## src/hdl/erp_pkg.sv

```systemverilog
package erp_pkg;

  // input transaction
  typedef struct packed {
    logic        func;
    logic [31:0] pixel_in;
  } in_t;

  // result transaction
  typedef struct packed {
    logic [31:0] pixel_out;
    logic [11:0] out_column;
    logic [12:0] out_row;
    logic        last;
  } out_t;

  // one classified source position, queued between front and back
  typedef struct packed {
    logic [31:0] pixel;
    logic [11:0] mid_column;  // padded column of the pixel itself
    logic [12:0] row;
    logic        left_edge;   // also emit the left guard pixel
    logic        right_edge;  // also emit the right guard pixel
    logic        final_mark;  // right guard pixel closes the image
  } job_t;

  // result sequencer states
  typedef enum logic [2:0] {
    PH_LEFT  = 3'b001,  // left guard pixel
    PH_MID   = 3'b010,  // the pixel itself
    PH_RIGHT = 3'b100   // right guard pixel
  } phase_t;

  // func codes
  localparam logic FUNC_PIXEL = 1'b0;
  localparam logic FUNC_DRAIN = 1'b1;

  // configuration register indexes
  localparam logic [1:0] CFG_IMAGE_WIDTH  = 2'd0;
  localparam logic [1:0] CFG_IMAGE_HEIGHT = 2'd1;

  localparam int          GUARD        = 1;
  localparam logic [12:0] HEIGHT_LIMIT = 13'd4096;
  localparam int          FIFO_DEPTH   = 4;
  localparam int          FIFO_AW      = 2;

endpackage

```

## src/hdl/erp_fifo.sv

```systemverilog
module erp_fifo (
  input  logic                      clk,
  input  logic                      rst_n,
  input  logic                      push,
  input  erp_pkg::job_t             push_data,
  input  logic                      pop,
  output logic                      head_valid,
  output erp_pkg::job_t             head,
  output logic [erp_pkg::FIFO_AW:0] count
);

  erp_pkg::job_t                  entry_r [erp_pkg::FIFO_DEPTH];
  logic [erp_pkg::FIFO_AW-1:0]    wr_ptr_r;
  logic [erp_pkg::FIFO_AW-1:0]    rd_ptr_r;
  logic [erp_pkg::FIFO_AW:0]      count_r;
  logic [erp_pkg::FIFO_AW:0]      count_nxt;

  assign head_valid = (count_r != '0);
  assign head       = entry_r[rd_ptr_r];
  assign count      = count_r;

  // occupancy; the front never pushes into a full queue
  always_comb begin
    count_nxt = count_r;
    if (push && !pop) begin
      count_nxt = count_r + (erp_pkg::FIFO_AW+1)'(1);
    end else if (!push && pop) begin
      count_nxt = count_r - (erp_pkg::FIFO_AW+1)'(1);
    end
  end

  always_ff @(posedge clk) begin
    if (!rst_n) begin
      wr_ptr_r <= '0;
      rd_ptr_r <= '0;
      count_r  <= '0;
    end else begin
      if (push) begin
        wr_ptr_r <= wr_ptr_r + erp_pkg::FIFO_AW'(1);
      end
      if (pop) begin
        rd_ptr_r <= rd_ptr_r + erp_pkg::FIFO_AW'(1);
      end
      count_r <= count_nxt;
    end
  end

  always_ff @(posedge clk) begin
    if (push) begin
      entry_r[wr_ptr_r] <= push_data;
    end
  end

endmodule

```

## config.mk

```make
export PLATFORM = sky130hd
export DESIGN_NAME = erp_fifo
export DESIGN_NICKNAME = d
export VERILOG_FILES = /design/src/hdl/erp_pkg.sv /design/src/hdl/erp_fifo.sv
export SDC_FILE = /design/constraint.sdc
export NUM_CORES = 1
export LEC_CHECK = 0
export ABC_AREA = 1
export ABC_CLOCK_PERIOD_IN_PS = 7600
export BUFFER_PORTS_ARGS = -buffer_cell sky130_fd_sc_hd__buf_4
export CORE_ASPECT_RATIO = 1.2
export CORE_UTILIZATION = 55
export DETAILED_ROUTE_END_ITERATION = 10
export PLACE_DENSITY_LB_ADDON = 0.15
export SLEW_MARGIN = 25
export SYNTH_ARGS = -nofsm -noshare
export SYNTH_HDL_FRONTEND = slang
export SYNTH_SLANG_ARGS = --single-unit
```

## constraint.sdc

```tcl
create_clock -name clk -period 7.6 [get_ports clk]
set_clock_uncertainty 0.2 [all_clocks]
set_input_delay 0 -clock clk [delete_from_list [all_inputs] [get_ports clk]]
set_output_delay 0 -clock clk [all_outputs]
set_load 0.005 [all_outputs]
```

## Word level (Yosys, flattened, before mapping)

Memories as Yosys holds them, arrays and structs flattened. A register that Yosys moved wholly into a read port is not among the register bits.
Cells that the tools add are included.

| operators by class | value |
|---|---|
| $add $sub $neg | 4 |
| muxes and demuxes | 6 |
| reductions and logical operators | 6 |

Operators by type and width:

| operator | count |
|---|---|
| $mux 3 | 2 |
| $add 2x1->2 const B | 2 |
| $mux 2 | 2 |
| $add 3x1->3 const B | 1 |
| $reduce_bool 3->1 | 1 |
| $sub 3x1->3 const B | 1 |
| $logic_and 1x1->1 | 2 |
| $logic_not 1->1 | 2 |
| $mux 1 | 2 |
| $reduce_bool 2->1 | 1 |

| storage, ports and cells | value |
|---|---|
| register bits after elaboration | 7 |
| RAM bits | 240 |
| input port bits | 64 |
| output and inout port bits | 64 |
| logic and storage cells | 20 |
| memories | 1 |

Memories:

| name | depth | bits a word | read ports | clocked after Yosys merged registers in | wr ports | line | source |
|---|---|---|---|---|---|---|---|
| entry_r | 4 | 60 | 1 | 1 | 1 | erp_fifo.sv:12 | `erp_pkg::job_t entry_r [erp_pkg::FIFO_DEPTH];` |

## Depth between registers and ports, before layout

| logic depth | value |
|---|---|
| depth in word-level cells | 4 |
| gate-level depth with buffers | 10 |
| mapped depth without buffers | 10 |

## Worst setup path after synthesis

No wires, ideal clock.

| path | value |
|---|---|
| path type | register -> register |
| start | reg wr_ptr_r[0] (netlist name) |
| end | mem entry_r[2][0] (netlist name), enable pin |
| setup time | 0.414 ns |
| arrival time | 1.756 ns |
| required time | 6.986 ns |
| setup slack | 5.230 ns |
| stages on the path, launching flop included | 5 |
| path buffers | 0 |
| clock period less this slack | 2.370 ns |
| cells stage by stage | dfxtp_1 > inv_1 > ha_1 > nand2_1 > inv_1 |

RTL lines:

| element | line | source |
|---|---|---|
| from (decl) | erp_fifo.sv:13 | `logic [erp_pkg::FIFO_AW-1:0] wr_ptr_r;` |
| from (signal assigned) | erp_fifo.sv:39 | `wr_ptr_r <= wr_ptr_r + erp_pkg::FIFO_AW'(1);` |
| to (decl) | erp_fifo.sv:12 |  |

Straight into the memory's write port.

==> results.txt <==
----------------------------------------------------
[Status]
  Run status ... complete, no violations

[Power]
  Peak VDD IR ... 0.1983 mV
  Clock network fraction of total power ... 38.1%
  Switching power summed over all nets ... 0.6679 mW
  Switching Fraction ... 21.67%
  Relative contribution of combinational cells to total power ... 10.2%
  Leak ... 4.270 nW
  Pwr/cell area ... 257.3 nW/um^2
  Seq pwr share ... 51.8%
  Overall power after layout ... 3.083 mW
  Pint ... 2.415 mW

[Synthesis]
  Area of the mapped netlist ... 9504 sq um
  Cells after Synth ... 638
  Ranking of synthesized cells by instance count ... edfxtp_1, nor2_1, o21ai_0
  Syn Area/Cell ... 14.90 sq um
  Top cell type by total area after synthesis ... edfxtp_1
  Most used DFF post-synth ... edfxtp_1
  Most instantiated library cell after synthesis ... edfxtp_1
  Synth cell types ... 20
  Number of enable flip-flop cells after synthesis ... 240
  Post-synth top area share ... 75.83%
  YS warnings ... 0
  Register bit total from synthesis ... 249
  Async set or reset register ratio after synthesis ... 0%
  Register area share after synthesis ... 77.73%
  Most area-consuming cells after synthesis ... edfxtp_1, o21ai_0, nor2_1
  Net Count, Synth ... 708

[Clock network]
  Max Buffers Root-to-Sink ... 3
  CTS Root Cell ... clkbuf_16
  Number of buffers inserted during clock tree synthesis ... 24
  # hold bufs at CTS ... 65
  Post-cts repair resize count ... 0
  TritonCTS clock tree ... yes
  Clock Latency Late Sink ... 0.50 ns
  Post-CTS setup buffer count ... 0
  Clock sink total ... 249
  H-tree Lvls ... 1
  Register clock-pin slew on the reported worst setup and hold paths ... 0.06 ns

[Layout]
  ANT cells ... 0
  Area added between synthesis and finish ... 26.04%
  Non-filler instance count after layout ... 1,058
  Layout cells sized above 1 ... 25.65%
  Number of nets in the layout ... 894

[Setup path]
  Endpoint arrival time on the critical path ... 2.90 ns
  Startpoint-to-endpoint class of the critical path ... reg2out
  Number of cells on the worst reg-to-reg path ... 8
  Startpoint of the worst-slack reg-to-reg timing path ... count[0]$_SDFFE_PN0P_
  Type of element capturing the critical path ... output pin
  Maximum cell stage delay along the critical path ... 0.81 ns
  Required arrival time at the worst endpoint ... 7.40 ns
  Critical Path Fanout Max ... 76
  Bufs and invs on worst path ... 3
  Register-to-register setup slack ... 5.01 ns
  Nature of the critical path startpoint ... flip-flop
  Slowest stage cell on the critical path ... buf_4
  Crit Reg-Reg Endpoint ... count[2]$_SDFFE_PN0P_
  Cell-by-cell listing of the critical path ... inv_4 -> buf_4 -> o21ai_0 -> o22ai_2 -> buf_4
  Cell family with most CP delay ... buffers and inverters
  CP dominant cell by count ... buf_4

[Placed design]
  Routability Congestion ... 0.7509
  Post-detail-place hpwl ... 10.57 mm
  Placed cell count ... 949
  IO Port Bufs ... 127

[Flow run]
  Number of max-capacitance violations reported ... 0

[STA]
  Period minus WS final ... 3.103 ns
  Setup repair after global routing missed its margin ... no
  Slew of the pin with the lowest slew margin ... 0.9220 ns
  Setup-violating endpoint count in the final report ... 0
  Worst hold slack ... 0.03486 ns
  Fraction of the cycle the final worst path needs ... 40.83%
  Setup_tns ... 0 ns
  Worst relative slew slack ... 38.54%
  Number of slew-limit violations in the final report ... 0
  Number of failing hold endpoints at the final stage ... 0
  Max frequency ... 0.3223 GHz

[Route]
  Vias ... 5,902
  Iteration-0 DRC Markers ... 491
  Detail-routed via count per cell ... 5.578
  Total Wirelength ... 19.50 mm
  DRC Markers ... 0
  Wire length per cell after detailed routing ... 18.43 um
  Number of routed nets with antenna violations ... 0
  Count of TritonRoute iterations in the first routing pass ... 5

[Global routing]
  Via count of the first global-routing pass ... 6,099
  First-pass GRT wire length ... 30.39 mm
  Number of antenna violations at the first check in global routing ... 0
  Maximum number of pins on one net before global-route repair ... 77
  Total grt overflow ... 0
  Global routing usage summed across all routing layers ... 22.20%

[Hold path]
  Startpoint of the most critical hold path ... push_data[42]
  Depth of the worst hold-timing path ... 2
  Hold EP ... entry_r[1][42]$_DFFE_PP_
  Classification of the worst-slack hold path ... in2reg

[Floorplan]
  Number of standard-cell rows in the floorplan ... 52
  Core outline area ... 16,920 sq um
  Initial core utilization ... 56.18%
  Horizontal die dimension ... 122 um
  I/O pins ... 128
  DIE AREA ... 17,810 sq um
  Die span in y ... 146 um

----------------------------------------------------
==> placed cells by master, fill, tap and decap left out, types with 10 or more instances in the layout <==
| cell | count |
|---|---|
| buf_4 | 133 |
| clkbuf_16 | 25 |
| dlygate4sd3_1 | 65 |
| edfxtp_1 | 240 |
| inv_1 | 11 |
| nand2_1 | 10 |
| nor2_1 | 106 |
| nor2_2 | 20 |
| o21ai_0 | 86 |
| o21ai_1 | 40 |
| o22ai_1 | 40 |
| o22ai_2 | 20 |
==> per-stage QoR <==
| stage | cell area [sq um] | setup slack (ns) | utilization [%] |
|---|---|---|---|
| 2_1_floorplan | 9504 | 5.230 | - |
| 3_3_place_gp | 10530 | 4.816 | 62.26 |
| 3_5_place_dp | 10540 | 5.038 | 62.29 |
| 4_1_cts | 11980 | 4.493 | 70.81 |
| 5_1_grt | 11980 | 4.319 | 70.81 |
| 6_report | 11980 | 4.497 | 70.81 |
==> worst register-to-register path, cell delays in order, from the launching register on <==
cell and delay [ns]:
dfxtp_1 0.35, fa_1 0.47, inv_1 0.07, nand2_1 0.06, nand4_1 0.10, nand2_1 0.06, dlygate4sd3_1 0.55, nor2_1 0.11
dlygate4sd3_1 0.56
==> power by group through the flow <==
| stage | combinational [mW] | sequential, mW | clock (mW) |
|---|---|---|---|
| floorplan | 0.152 | 1.61 | 0 |
| global placement | 0.278 | 1.62 | 0 |
| detailed placement | 0.287 | 1.63 | 0 |
| CTS | 0.316 | 1.60 | 1.19 |
| global route | 0.342 | 1.60 | 1.24 |
| finish | 0.314 | 1.60 | 1.17 |
==> registers in the layout, summed over array words and instances, names as in the netlist, named ones only <==
name,count
entry_r,240
rd_ptr_r,2
wr_ptr_r,2
count,3
==> how the worst max path moves through the flow <==
| stage | cells past startpoint | end | slack (ns) |
|---|---|---|---|
| after floorplan | 4 | entry_r[2][0]$_DFFE_PP_ | 5.23 |
| after global placement | 4 | head[44] | 4.82 |
| after detailed placement | 5 | head[51] | 5.04 |
| after CTS | 5 | head[51] | 4.49 |
| after global routing | 5 | head[14] | 4.32 |
| final | 5 | head[57] | 4.50 |
==> area by class of cell <==
| cell class | count | area [sq um] |
|---|---|---|
| fillers | 1137 | 4937 |
| clock inverters | 10 | 101.3 |
| well taps | 216 | 270.3 |
| multi-input cells | 334 | 1805 |
| repair buffers | 198 | 1649 |
| inverters | 17 | 68.82 |
| flip-flops and latches | 249 | 7395 |
| clock buffers | 34 | 689.4 |
==> kinds of logic (layout without fill, tap and decap cells) <==
kind of cell	count (synthesis)	in the layout	share of synthesized area, %
AO/OA/AOI/OAI	190	190	12.11
adder cells (fa/ha/maj)	6	6	0.8689
buffers and inverters	55	259	3.278
flip-flops	249	249	77.73
AND/OR/NAND/NOR	138	138	6.016
==> layer usage <==
layer / global-route usage, % / share of wire [%] / routed length (um)
met1: 28.90 / 42 / 8113
met5: 0 / 0 / 0
met2: 38.05 / 51 / 9875
met4: 6.728 / 1.8 / 357
met3: 3.605 / 5.9 / 1149
(Power assumes the default switching activity.)
