===== config.mk =====
export PLATFORM = sky130hd
export DESIGN_NAME = erp_back
export DESIGN_NICKNAME = d
export VERILOG_FILES = /design/src/hdl/erp_pkg.sv /design/src/hdl/erp_back.sv
export SDC_FILE = /design/constraint.sdc
export NUM_CORES = 1
export LEC_CHECK = 0
export BUFFER_PORTS_ARGS = -buffer_cell sky130_fd_sc_hd__buf_2
export CORE_ASPECT_RATIO = 0.9
export CORE_UTILIZATION = 45
export DETAILED_ROUTE_END_ITERATION = 6
export MAX_ROUTING_LAYER = met4
export PLACE_DENSITY = 0.83
export SYNTH_ARGS = -nofsm -noshare
export SYNTH_HDL_FRONTEND = slang
export SYNTH_SLANG_ARGS = --single-unit

===== constraint.sdc =====
create_clock -name clk -period 3.6 [get_ports clk]
set_clock_uncertainty 0.1 [all_clocks]
set_input_delay 0 -clock clk [delete_from_list [all_inputs] [get_ports clk]]
set_output_delay 0 -clock clk [all_outputs]
set_load 0.005 [all_outputs]

===== src/hdl/erp_pkg.sv =====
package erp_pkg;

  // input transaction
  typedef struct packed {
    logic        func;
    logic [31:0] pixel_in;
  } in_t;

  // result transaction
  typedef struct packed {
    logic [31:0] pixel_out;
    logic [11:0] out_column;
    logic [12:0] out_row;
    logic        last;
  } out_t;

  // one classified source position, queued between front and back
  typedef struct packed {
    logic [31:0] pixel;
    logic [11:0] mid_column;  // padded column of the pixel itself
    logic [12:0] row;
    logic        left_edge;   // also emit the left guard pixel
    logic        right_edge;  // also emit the right guard pixel
    logic        final_mark;  // right guard pixel closes the image
  } job_t;

  // result sequencer states
  typedef enum logic [2:0] {
    PH_LEFT  = 3'b001,  // left guard pixel
    PH_MID   = 3'b010,  // the pixel itself
    PH_RIGHT = 3'b100   // right guard pixel
  } phase_t;

  // func codes
  localparam logic FUNC_PIXEL = 1'b0;
  localparam logic FUNC_DRAIN = 1'b1;

  // configuration register indexes
  localparam logic [1:0] CFG_IMAGE_WIDTH  = 2'd0;
  localparam logic [1:0] CFG_IMAGE_HEIGHT = 2'd1;

  localparam int          GUARD        = 1;
  localparam logic [12:0] HEIGHT_LIMIT = 13'd4096;
  localparam int          FIFO_DEPTH   = 4;
  localparam int          FIFO_AW      = 2;

endpackage


===== src/hdl/erp_back.sv =====
module erp_back (
  input  logic          clk,
  input  logic          rst_n,
  input  logic          head_valid,
  input  erp_pkg::job_t head,
  output logic          pop,
  output logic          out_valid,
  input  logic          out_stall,
  output erp_pkg::out_t out_data
);

  // left guard, the pixel, right guard
  erp_pkg::phase_t phase_r;
  erp_pkg::phase_t phase_nxt;
  erp_pkg::phase_t phase;
  logic            done;
  logic            load;
  logic            out_valid_r;
  logic            out_valid_nxt;
  erp_pkg::out_t   out_r;
  erp_pkg::out_t   result;

  // skip the left guard unless the job sits on the left edge
  assign phase = ((phase_r == erp_pkg::PH_LEFT) && !head.left_edge) ? erp_pkg::PH_MID : phase_r;
  assign done  = (phase == erp_pkg::PH_RIGHT) ||
                 ((phase == erp_pkg::PH_MID) && !head.right_edge);
  assign load  = head_valid && (!out_valid_r || !out_stall);
  assign pop   = load && done;

  always_comb begin
    result.pixel_out = head.pixel;
    result.out_row   = head.row;
    result.last      = 1'b0;
    case (phase)
      erp_pkg::PH_LEFT: begin
        result.out_column = 12'd0;
      end
      erp_pkg::PH_MID: begin
        result.out_column = head.mid_column;
      end
      erp_pkg::PH_RIGHT: begin
        result.out_column = head.mid_column + 12'd1;
        result.last       = head.final_mark;
      end
      default: begin
        result.out_column = head.mid_column;
      end
    endcase
  end

  always_comb begin
    phase_nxt = phase_r;
    if (load) begin
      if (done) begin
        phase_nxt = erp_pkg::PH_LEFT;
      end else if (phase == erp_pkg::PH_LEFT) begin
        phase_nxt = erp_pkg::PH_MID;
      end else begin
        phase_nxt = erp_pkg::PH_RIGHT;
      end
    end
  end

  assign out_valid_nxt = load || (out_valid_r && out_stall);

  always_ff @(posedge clk) begin
    if (!rst_n) begin
      phase_r     <= erp_pkg::PH_LEFT;
      out_valid_r <= 1'b0;
    end else begin
      phase_r     <= phase_nxt;
      out_valid_r <= out_valid_nxt;
    end
  end

  // output register
  always_ff @(posedge clk) begin
    if (load) begin
      out_r <= result;
    end
  end

  assign out_valid = out_valid_r;
  assign out_data  = out_r;

endmodule


* Word level (Yosys, flattened, before mapping)
Index checks and enable logic that the tools add are counted.
** Cells by class
- Add/subtract/negate cells :: 1
- Eq/ne operators :: 4
- Muxes and demuxes :: 4
- Reduce and logical (&&, ||, !) cells :: 12
** Operators with widths (count)
- $pmux W12 S2 :: 1
- $add A12 B1 Y12 const B :: 1
- $mux W3 :: 3
- $eq A3 B1 Y1 const B :: 2
- $logic_and A1 B1 Y1 :: 5
- $logic_not A1 Y1 :: 4
- $eq A3 B2 Y1 const B :: 1
- $eq A3 B3 Y1 const B :: 1
- $logic_or A1 B1 Y1 :: 3
** Storage, ports and cells
- Bits in registers :: 62
- Bits of input ports :: 64
- Output and inout port bits :: 60
- Word-level logic and storage cells :: 27

* Depth between registers and ports, before layout
Gate-level depths: netlist of the first run.
- Depth after elaboration :: 7
- Mapped depth :: 5
- Mapped depth without buffers :: 4

* Worst setup path before layout of the first run
Ideal clock, no wire load.
- Path kind :: reg-to-reg
- Start point :: reg out_valid_r (netlist: out_valid)
- End point :: reg phase_r[2]
- Arrival time :: 2.179 ns
- Data required time :: 3.442 ns
- Path slack :: 1.263 ns
- Stages on the path, launching flop included :: 5
- Path buffers :: 0
- Clock period less this slack :: 2.337 ns
- Path through :: dfxtp_1 -> a21bo_2 -> inv_1 -> o211a_1 -> o221a_2
** On the way
- Word-level cells in the longest chain between the ends :: 3
** Ends and longest elaborated chain
- from (decl) :: line erp_back.sv:18 : logic out_valid_r;
- from (signal assigned) :: line erp_back.sv:72 : out_valid_r <= out_valid_nxt;
- $logic_not A1 Y1 :: line erp_back.sv:27 : assign load = head_valid && (!out_valid_r || !out_stall);
- $logic_or A1 B1 Y1 :: line erp_back.sv:27
- $logic_and A1 B1 Y1 :: line erp_back.sv:27
- net load :: line erp_back.sv:17 : logic load;
- to (signal assigned) :: line erp_back.sv:68 : phase_r <= erp_pkg::PH_LEFT;
- to (signal assigned) :: line erp_back.sv:71 : phase_r <= phase_nxt;
- to (decl) :: line erp_back.sv:13 : erp_pkg::phase_t phase_r;
The timed path passes the listed nets, and every way through them passes these cells.
A chain may end at the register's enable or synchronous reset.

* Final worst setup path of the first run
- Start point :: in head_valid
- End point :: reg phase_r[0]
** On the way
- Word-level cells in the longest chain between the ends :: 1
** Ends and longest elaborated chain
- from (decl) :: line erp_back.sv:4 : input logic head_valid,
- $logic_and A1 B1 Y1 :: line erp_back.sv:27
- net load :: line erp_back.sv:17
The timed path passes the listed nets, and every way through them passes these cells.

==> results by group, run 1 <==
Pwr
  • Leak pwr: 1.63 nW
  • Switching pwr: 371 uW
  • Peak supply drop: 0.294 mV
  • Clock power share: 34.8%
  • Combinational share of power: 13.0%
  • Sequential fraction of design power: 52.2%
  • P per Cell Area: 432 mW/mm^2
  • Internal power: 1.28 mW
  • Switching Fraction: 22.5%

Clocking
  • # H-tree levels: 3
  • CTS Buffer Depth: 2
  • Worst-path clk slew: 0.07 ns
  • Clock Latency Late Sink: 0.32 ns
  • Clock root buffer: clkbuf_8
  • Sink Count: 62
  • Total CTS buffers: 9
  • Cts repair resizes: 0
  • CTS tree: done

Final layout
  • Commonest non-fill, non-tap cell in the layout: buf_2
  • Number of filler cells placed in the layout: 283
  • Final Util: 78.0%
  • Diodes inserted: 0
  • Fin nets: 396
  • Area grow syn2layout: 64.7%
  • Fraction of layout cells with a size suffix above 1: 42.6%
  • Commonest cells after routing, fill and taps aside: buf_2, dlygate4sd3_1, edfxtp_1, clkbuf_8

Setup path
  • Crit end category: register
  • R2R Path Start: out_valid$_SDFF_PN0_
  • Type of the worst setup path: in2reg
  • R2r endpoint: phase_r[0]$_SDFFE_PN1P_
  • R2r worst-path depth: 5
  • CP required: 3.74 ns
  • Worst Setup Start Kind: input pin
  • Register-to-register setup slack: 1.58 ns
  • Critical path arrival: 2.17 ns
  • CP max FO: 47

Routing
  • Total number of vias: 1,990
  • WL/cell: 15.9 um
  • Initial DRC count: 156
  • Met3 wire length: 461 um
  • Met2 wire length: 3.14 mm
  • M1 WL: 2.69 mm
  • DRT Pass-1 Iters: 4
  • Number of vias per cell: 4.96
  • WL final: 6.38 mm
  • Drt drc: 0
  • Top routing layer used: met4
  • DRT antenna net count: 0

Timing
  • Part of the cycle the worst path needs: 56.3%
  • Final max-slew violation count: 0
  • Setup TNS: 0 ns
  • Setup violators final: 0
  • Slew headroom: 33.6%
  • Final critical-path required period: 2.03 ns
  • Max Freq: 0.494 GHz
  • Hold Worst Slack: 0.0234 ns
  • RSZ-0062 raised after global routing: false
  • Slew @ Worst Pin: 0.994 ns
  • Final hold vios: 0

Die
  • Width of the die: 77.6 um
  • # rows: 24
  • Initial Util: 47.3%
  • Core area: 0.00489 mm^2
  • Full die area: 0.00544 mm^2
  • Ports: 124
  • Height of the die: 70.1 um

Hold path
  • Hold Crit Class: in2reg
  • Hold path depth: 2
  • Hold EP: out_data[22]$_DFFE_PP_
  • HP Start: head[24]

Logic synthesis
  • Mean Syn Cell Area: 16.9 um^2
  • Synth cell types: 39
  • Mapped Cells: 137
  • Syn nets: 202
  • FF+latch count, synth: 62
  • Netlist Area Pre-Place: 0.00232 mm^2
  • Yosys warns: 0
  • Sequential area share after synthesis: 78.6%

Global routing
  • Global-route wire length before repair: 9.67 mm
  • Vias in the first global route: 1,912
  • Total grt overflow: 0
  • Largest net degree at the start of global routing: 48
  • Initial antenna violation count: 0
  • Gr usage total: 24.8%

Placement
  • Routability-driven placement congestion ratio: 0.870
  • HPWL Detailed: 3.63 mm
  • Port bufs: 123

Flow run
  • Max_cap viols: 0

Run status
  • Status: complete, no violations
[cells by family (layout without fill, tap and decap cells)]
logic type / count (synthesis) / after routing / synth area share [%]
DFF: 62 / 62 / 78.6
and+or+nand+nor: 36 / 36 / 9.34
AOI/OAI and AO/OA: 24 / 24 / 7.78
buffers and inverters: 9 / 208 / 1.57
muxes: 5 / 5 / 2.16
adders and majority gates: 1 / 1 / 0.540
[cell type report]
type	count	area, um^2	share of cell area, %
clock inverters	7	65.1	1.70
multi-input cells	66	459	12.0
repair buffers	186	1240	32.6
inverters	6	22.5	0.590
clock buffers	9	124	3.24
flip-flops and latches	62	1820	47.7
well taps	65	81.3	2.13
[cell usage after synthesis]
cell       count  area share (%)
o41ai_1        1            0.38
ha_1           1            0.54
or4_1          1            0.32
dfxtp_1        4             3.5
o221a_2        1            0.49
clkbuf_1       1            0.16
a41oi_1        1            0.38
and2_1         3            0.81
edfxtp_1      58              75
or3b_1         2            0.76
or3_1          1            0.27
a211o_1        2            0.76
nand4bb_1      1            0.49
nor4bb_1       1            0.43
nand3b_1       1            0.32
o21ai_0        4            0.86
a31oi_1        2            0.54
nor4_1         3            0.81
o31a_1         2            0.76
o211a_1        1            0.43
a2bb2oi_1      1            0.38
o211ai_1       1            0.32
inv_1          6            0.97
nor2b_1        1            0.27
nand4_1        2            0.54
a21oi_1        3            0.65
a22o_1         1            0.38
buf_2          2            0.43
nand2_1        7             1.1
a21bo_2        1            0.43
or3b_2         1            0.38
o21a_1         2            0.65
nor3b_1        2            0.65
nor3_1         1            0.22
nand3_1        7             1.5
nand2b_1       1            0.27
o311ai_0       1            0.38
mux2i_1        5             2.2
nor2_1         1            0.16
[metal layers]
layer  global-route usage, %  vias to the layer above
li1                        -                      935
met1                    31.1                      941
met2                    40.4                      100
met3                    4.97                       14
met4                    8.18                        0
met5                       -                        -
[worst max-delay path, cell delays in order]
cell and delay (ns):
dlygate4sd3_1 0.52, buf_2 0.11, a21bo_2 0.25, inv_2 0.67, buf_4 0.37, nor3b_1 0.08, a41oi_1 0.16
[state kept, by name, summed over array words and instances, names as in the netlist]
name / flops
out_valid: 1
out_data: 58
phase_r: 3
[metrics by stage]
stage	std cells	instance area, um^2	setup slack (ns)	power (mW)
6_report	401	3820	1.57	1.65
5_1_grt	401	3820	1.44	1.70
4_1_cts	401	3820	1.58	1.65
3_5_place_dp	323	3010	1.59	1.03
3_3_place_gp	323	3010	1.61	1.03
2_1_floorplan	137	2320	1.26	0.936
[worst max path at each step]
| stage | start | endpoint | slack [ns] | cells after the start |
|---|---|---|---|---|
| 6_report | head_valid | phase_r[0]$_SDFFE_PN1P_ | 1.57 | 7 |
| 5_1_grt | out_valid$_SDFF_PN0_ | phase_r[0]$_SDFFE_PN1P_ | 1.44 | 5 |
| 4_1_cts | out_valid$_SDFF_PN0_ | phase_r[0]$_SDFFE_PN1P_ | 1.58 | 5 |
| 3_5_place_dp | out_valid$_SDFF_PN0_ | out_data[25]$_DFFE_PP_ | 1.59 | 3 |
| 3_3_place_gp | out_valid$_SDFF_PN0_ | out_data[25]$_DFFE_PP_ | 1.61 | 3 |
| 2_1_floorplan | out_valid$_SDFF_PN0_ | phase_r[2]$_SDFFE_PN0P_ | 1.26 | 4 |
[timing repair]
action                     in CTS  in global routing
setup endpoints to repair       0                  0
hold buffers                   62                  0
hold endpoints to repair       61                  0
buffers inserted                0                  0
[power groups by stage]
stage | registers [mW] | clock network, mW | logic [mW]
final | 0.861 | 0.574 | 0.214
after global placement | 0.873 | 0 | 0.152
after global routing | 0.864 | 0.608 | 0.232
after floorplan | 0.882 | 0 | 0.0542
after detailed placement | 0.875 | 0 | 0.156
after CTS | 0.859 | 0.578 | 0.209
Note: power is estimated with default switching activity, not from simulation.
==> inputs of run 2 (changes only) <==
--- a/config.mk
+++ b/config.mk
@@ -7,10 +7,10 @@
 export LEC_CHECK = 0
 export BUFFER_PORTS_ARGS = -buffer_cell sky130_fd_sc_hd__buf_2
 export CORE_ASPECT_RATIO = 0.9
-export CORE_UTILIZATION = 45
+export CORE_UTILIZATION = 40
 export DETAILED_ROUTE_END_ITERATION = 6
 export MAX_ROUTING_LAYER = met4
-export PLACE_DENSITY = 0.83
+export PLACE_DENSITY = 0.78
 export SYNTH_ARGS = -nofsm -noshare
 export SYNTH_HDL_FRONTEND = slang
 export SYNTH_SLANG_ARGS = --single-unit
==> constraint.sdc (replaced) <==
create_clock -name clk -period 1.85 [get_ports clk]
set_clock_uncertainty 0.1 [all_clocks]
set_input_delay 0 -clock clk [delete_from_list [all_inputs] [get_ports clk]]
set_output_delay 0 -clock clk [all_outputs]
set_load 0.005 [all_outputs]
==> results by group, run 2 (same netlist as run 1, synthesis figures left out) <==
Final layout
  • Diodes inserted: 0 (unchanged)
  • Final Util: 73.8% (-4.2 points)
  • Multi-input logic area: 478 um^2 (+4.1%)
  • Number of filler cells placed in the layout: 332 (+17%)
  • Commonest cells after routing, fill and taps aside: buf_2, dlygate4sd3_1, edfxtp_1, clkbuf_8, buf_4
  • Fin nets: 408 (+3.0%)
  • Area grow syn2layout: 72.3%
  • Max reg flops: 58 (unchanged)
  • Register area: 0.00183 mm^2 (+0.21%)
  • Fraction of layout cells with a size suffix above 1: 46.3% (+3.7 points)
  • Commonest non-fill, non-tap cell in the layout: buf_2

Global routing
  • Vias in the first global route: 1,874 (-2.0%)
  • Global-route wire length before repair: 9.05 mm (-6.4%)
  • Largest net degree at the start of global routing: 33 (-31%)
  • Gr usage total: 21.7% (-3.1 points)
  • Initial antenna violation count: 0 (unchanged)
  • Total grt overflow: 0 (unchanged)

Routing
  • WL final: 6.41 mm (+0.53%)
  • Initial DRC count: 128 (-18%)
  • Met3 wire length: 640 um (+39%)
  • Top routing layer used: met4
  • Met2 wire length: 3.15 mm (+0.32%)
  • DRT Pass-1 Iters: 4 (unchanged)
  • DRT antenna net count: 0 (unchanged)
  • M1 WL: 2.60 mm (-3.4%)
  • Drt drc: 0 (unchanged)
  • WL/cell: 15.5 um (-2.9%)
  • Total number of vias: 1,998 (+0.40%)
  • Number of vias per cell: 4.81 (-3.0%)

Setup path
  • Worst path cell trace: buf_6 -> or3b_4 -> a211o_1 -> a21oi_2 -> buf_2
  • Worst Setup Start Kind: register
  • Crit path max-delay cell type: or3b_4
  • CP max FO: 6 (-87%)
  • Crit end category: primary output
  • CP top delay family: compound AO/OA/AOI/OAI gates
  • CP required: 1.75 ns (-1.99 ns)
  • WP buf/inv: 2 (-2)
  • Crit-path max cell delay: 0.38 ns (-0.29 ns)
  • Type of the worst setup path: reg2out
  • Critical path arrival: 1.75 ns (-0.42 ns)

Timing
  • RSZ-0062 raised after global routing: true
  • Slew @ Worst Pin: 0.341 ns (-0.653 ns)
  • Final hold vios: 0 (unchanged)
  • Final critical-path required period: 1.85 ns
  • Final max-slew violation count: 0 (unchanged)
  • Slew headroom: 77.0% (+43 points)
  • Max Freq: 0.541 GHz
  • Setup violators final: 0 (unchanged)
  • Part of the cycle the worst path needs: 99.8%
  • Hold Worst Slack: 0.0799 ns (+0.0565 ns)
  • Final worst slack: 0.00283 ns (-1.57 ns)

Pwr
  • Leak pwr: 1.70 nW (+4.5%)
  • Combinational share of power: 13.7% (+0.7 points)
  • Peak supply drop: 0.484 mV (+64%)
  • Switching pwr: 732 uW (+97%)
  • Switching Fraction: 21.5% (-0.98 points)
  • Sequential fraction of design power: 49.2% (-3.0 points)
  • Clock power share: 37.1% (+2.3 points)
  • Internal power: 2.67 mW (+110%)
  • P per Cell Area: 851 mW/mm^2 (+97%)

Die
  • Width of the die: 82.2 um (+5.9%)
  • Initial Util: 42.8% (-4.5 points)
  • Ports: 124 (unchanged)
  • Height of the die: 74.2 um (+5.9%)
  • # rows: 25 (+4.2%)
  • Full die area: 0.00610 mm^2 (+12%)
  • Core area: 0.00541 mm^2 (+11%)

Placement
  • Port bufs: 123 (unchanged)
  • HPWL Detailed: 4.13 mm (+14%)
  • Setup Slack @ Placement: 0.0636 ns (-1.53 ns)
  • Routability-driven placement congestion ratio: 0.877 (+0.72%)

Clocking
  • Clock Latency Late Sink: 0.32 ns (about the same)
  • CTS Buffer Depth: 2 (unchanged)
  • Total CTS buffers: 9 (unchanged)
  • Clock root buffer: clkbuf_8
  • Worst-path clk slew: 0.07 ns (about the same)
  • # H-tree levels: 3 (unchanged)
  • CTS tree: done
  • Sink Count: 62 (unchanged)

Hold path
  • Hold Crit Class: in2reg

Flow run
  • Max_cap viols: 0 (unchanged)

Run status
  • Status: complete, no violations
-- run 2: cell type report --
class,instances,area share [%]
clock inverters,6,2.16
well taps,67,2.10
repair buffers,198,34.2
clock buffers,10,3.20
flip-flops and latches,62,45.7
multi-input cells,66,12.0
inverters,6,0.658
-- run 2: per-stage QoR --
step	std cells	instance area [um^2]	total power, mW	TNS (ns)
after floorplan	137	2330	1.82	-0.247
after global placement	334	3110	2.03	0
after CTS	413	3960	3.42	0
after global routing	415	3990	3.54	-0.0497
after detailed placement	334	3110	2.04	0
final	415	3990	3.40	0
-- run 2: timing repair --
item,CTS,global route
setup endpoints to repair,1,5
setup buffers,0,3
hold endpoints to repair,62,0
cloned,0,0
gates resized for setup,1,6
pin swaps,2,2
hold buffers,63,0
-- run 2: final timing paths --
| check | startpoint | to | slack, ns | cells past startpoint |
|---|---|---|---|---|
| worst min register to register | phase_r[2]$_SDFFE_PN0P_ | phase_r[2]$_SDFFE_PN0P_ | 0.56 | 2 |
| worst min-delay path | out_stall | phase_r[2]$_SDFFE_PN0P_ | 0.08 | 3 |
| worst max register to register | out_valid$_SDFF_PN0_ | out_valid$_SDFF_PN0_ | 0.06 | 4 |
| worst max-delay path | phase_r[0]$_SDFFE_PN1P_ | pop | 0.003 | 5 |
-- run 2: per-layer routing --
layer / global-route usage, % / up-vias
met5: - / -
met4: 4.48 / 0
met1: 25.2 / 931
met2: 35.6 / 104
li1: - / 959
met3: 8.83 / 4
-- run 2: worst min-delay path: stages --
cell     delay [ns]
buf_2          0.11
a21bo_4        0.17
o221a_2        0.20
-- run 2: power groups by stage --
stage / Sequential (mW) / Combinational (mW) / Clock [mW]
finish: 1.67 / 0.466 / 1.26
global route: 1.68 / 0.506 / 1.36
CTS: 1.67 / 0.452 / 1.30
detailed placement: 1.70 / 0.345 / 0
global placement: 1.69 / 0.338 / 0
floorplan: 1.72 / 0.108 / 0
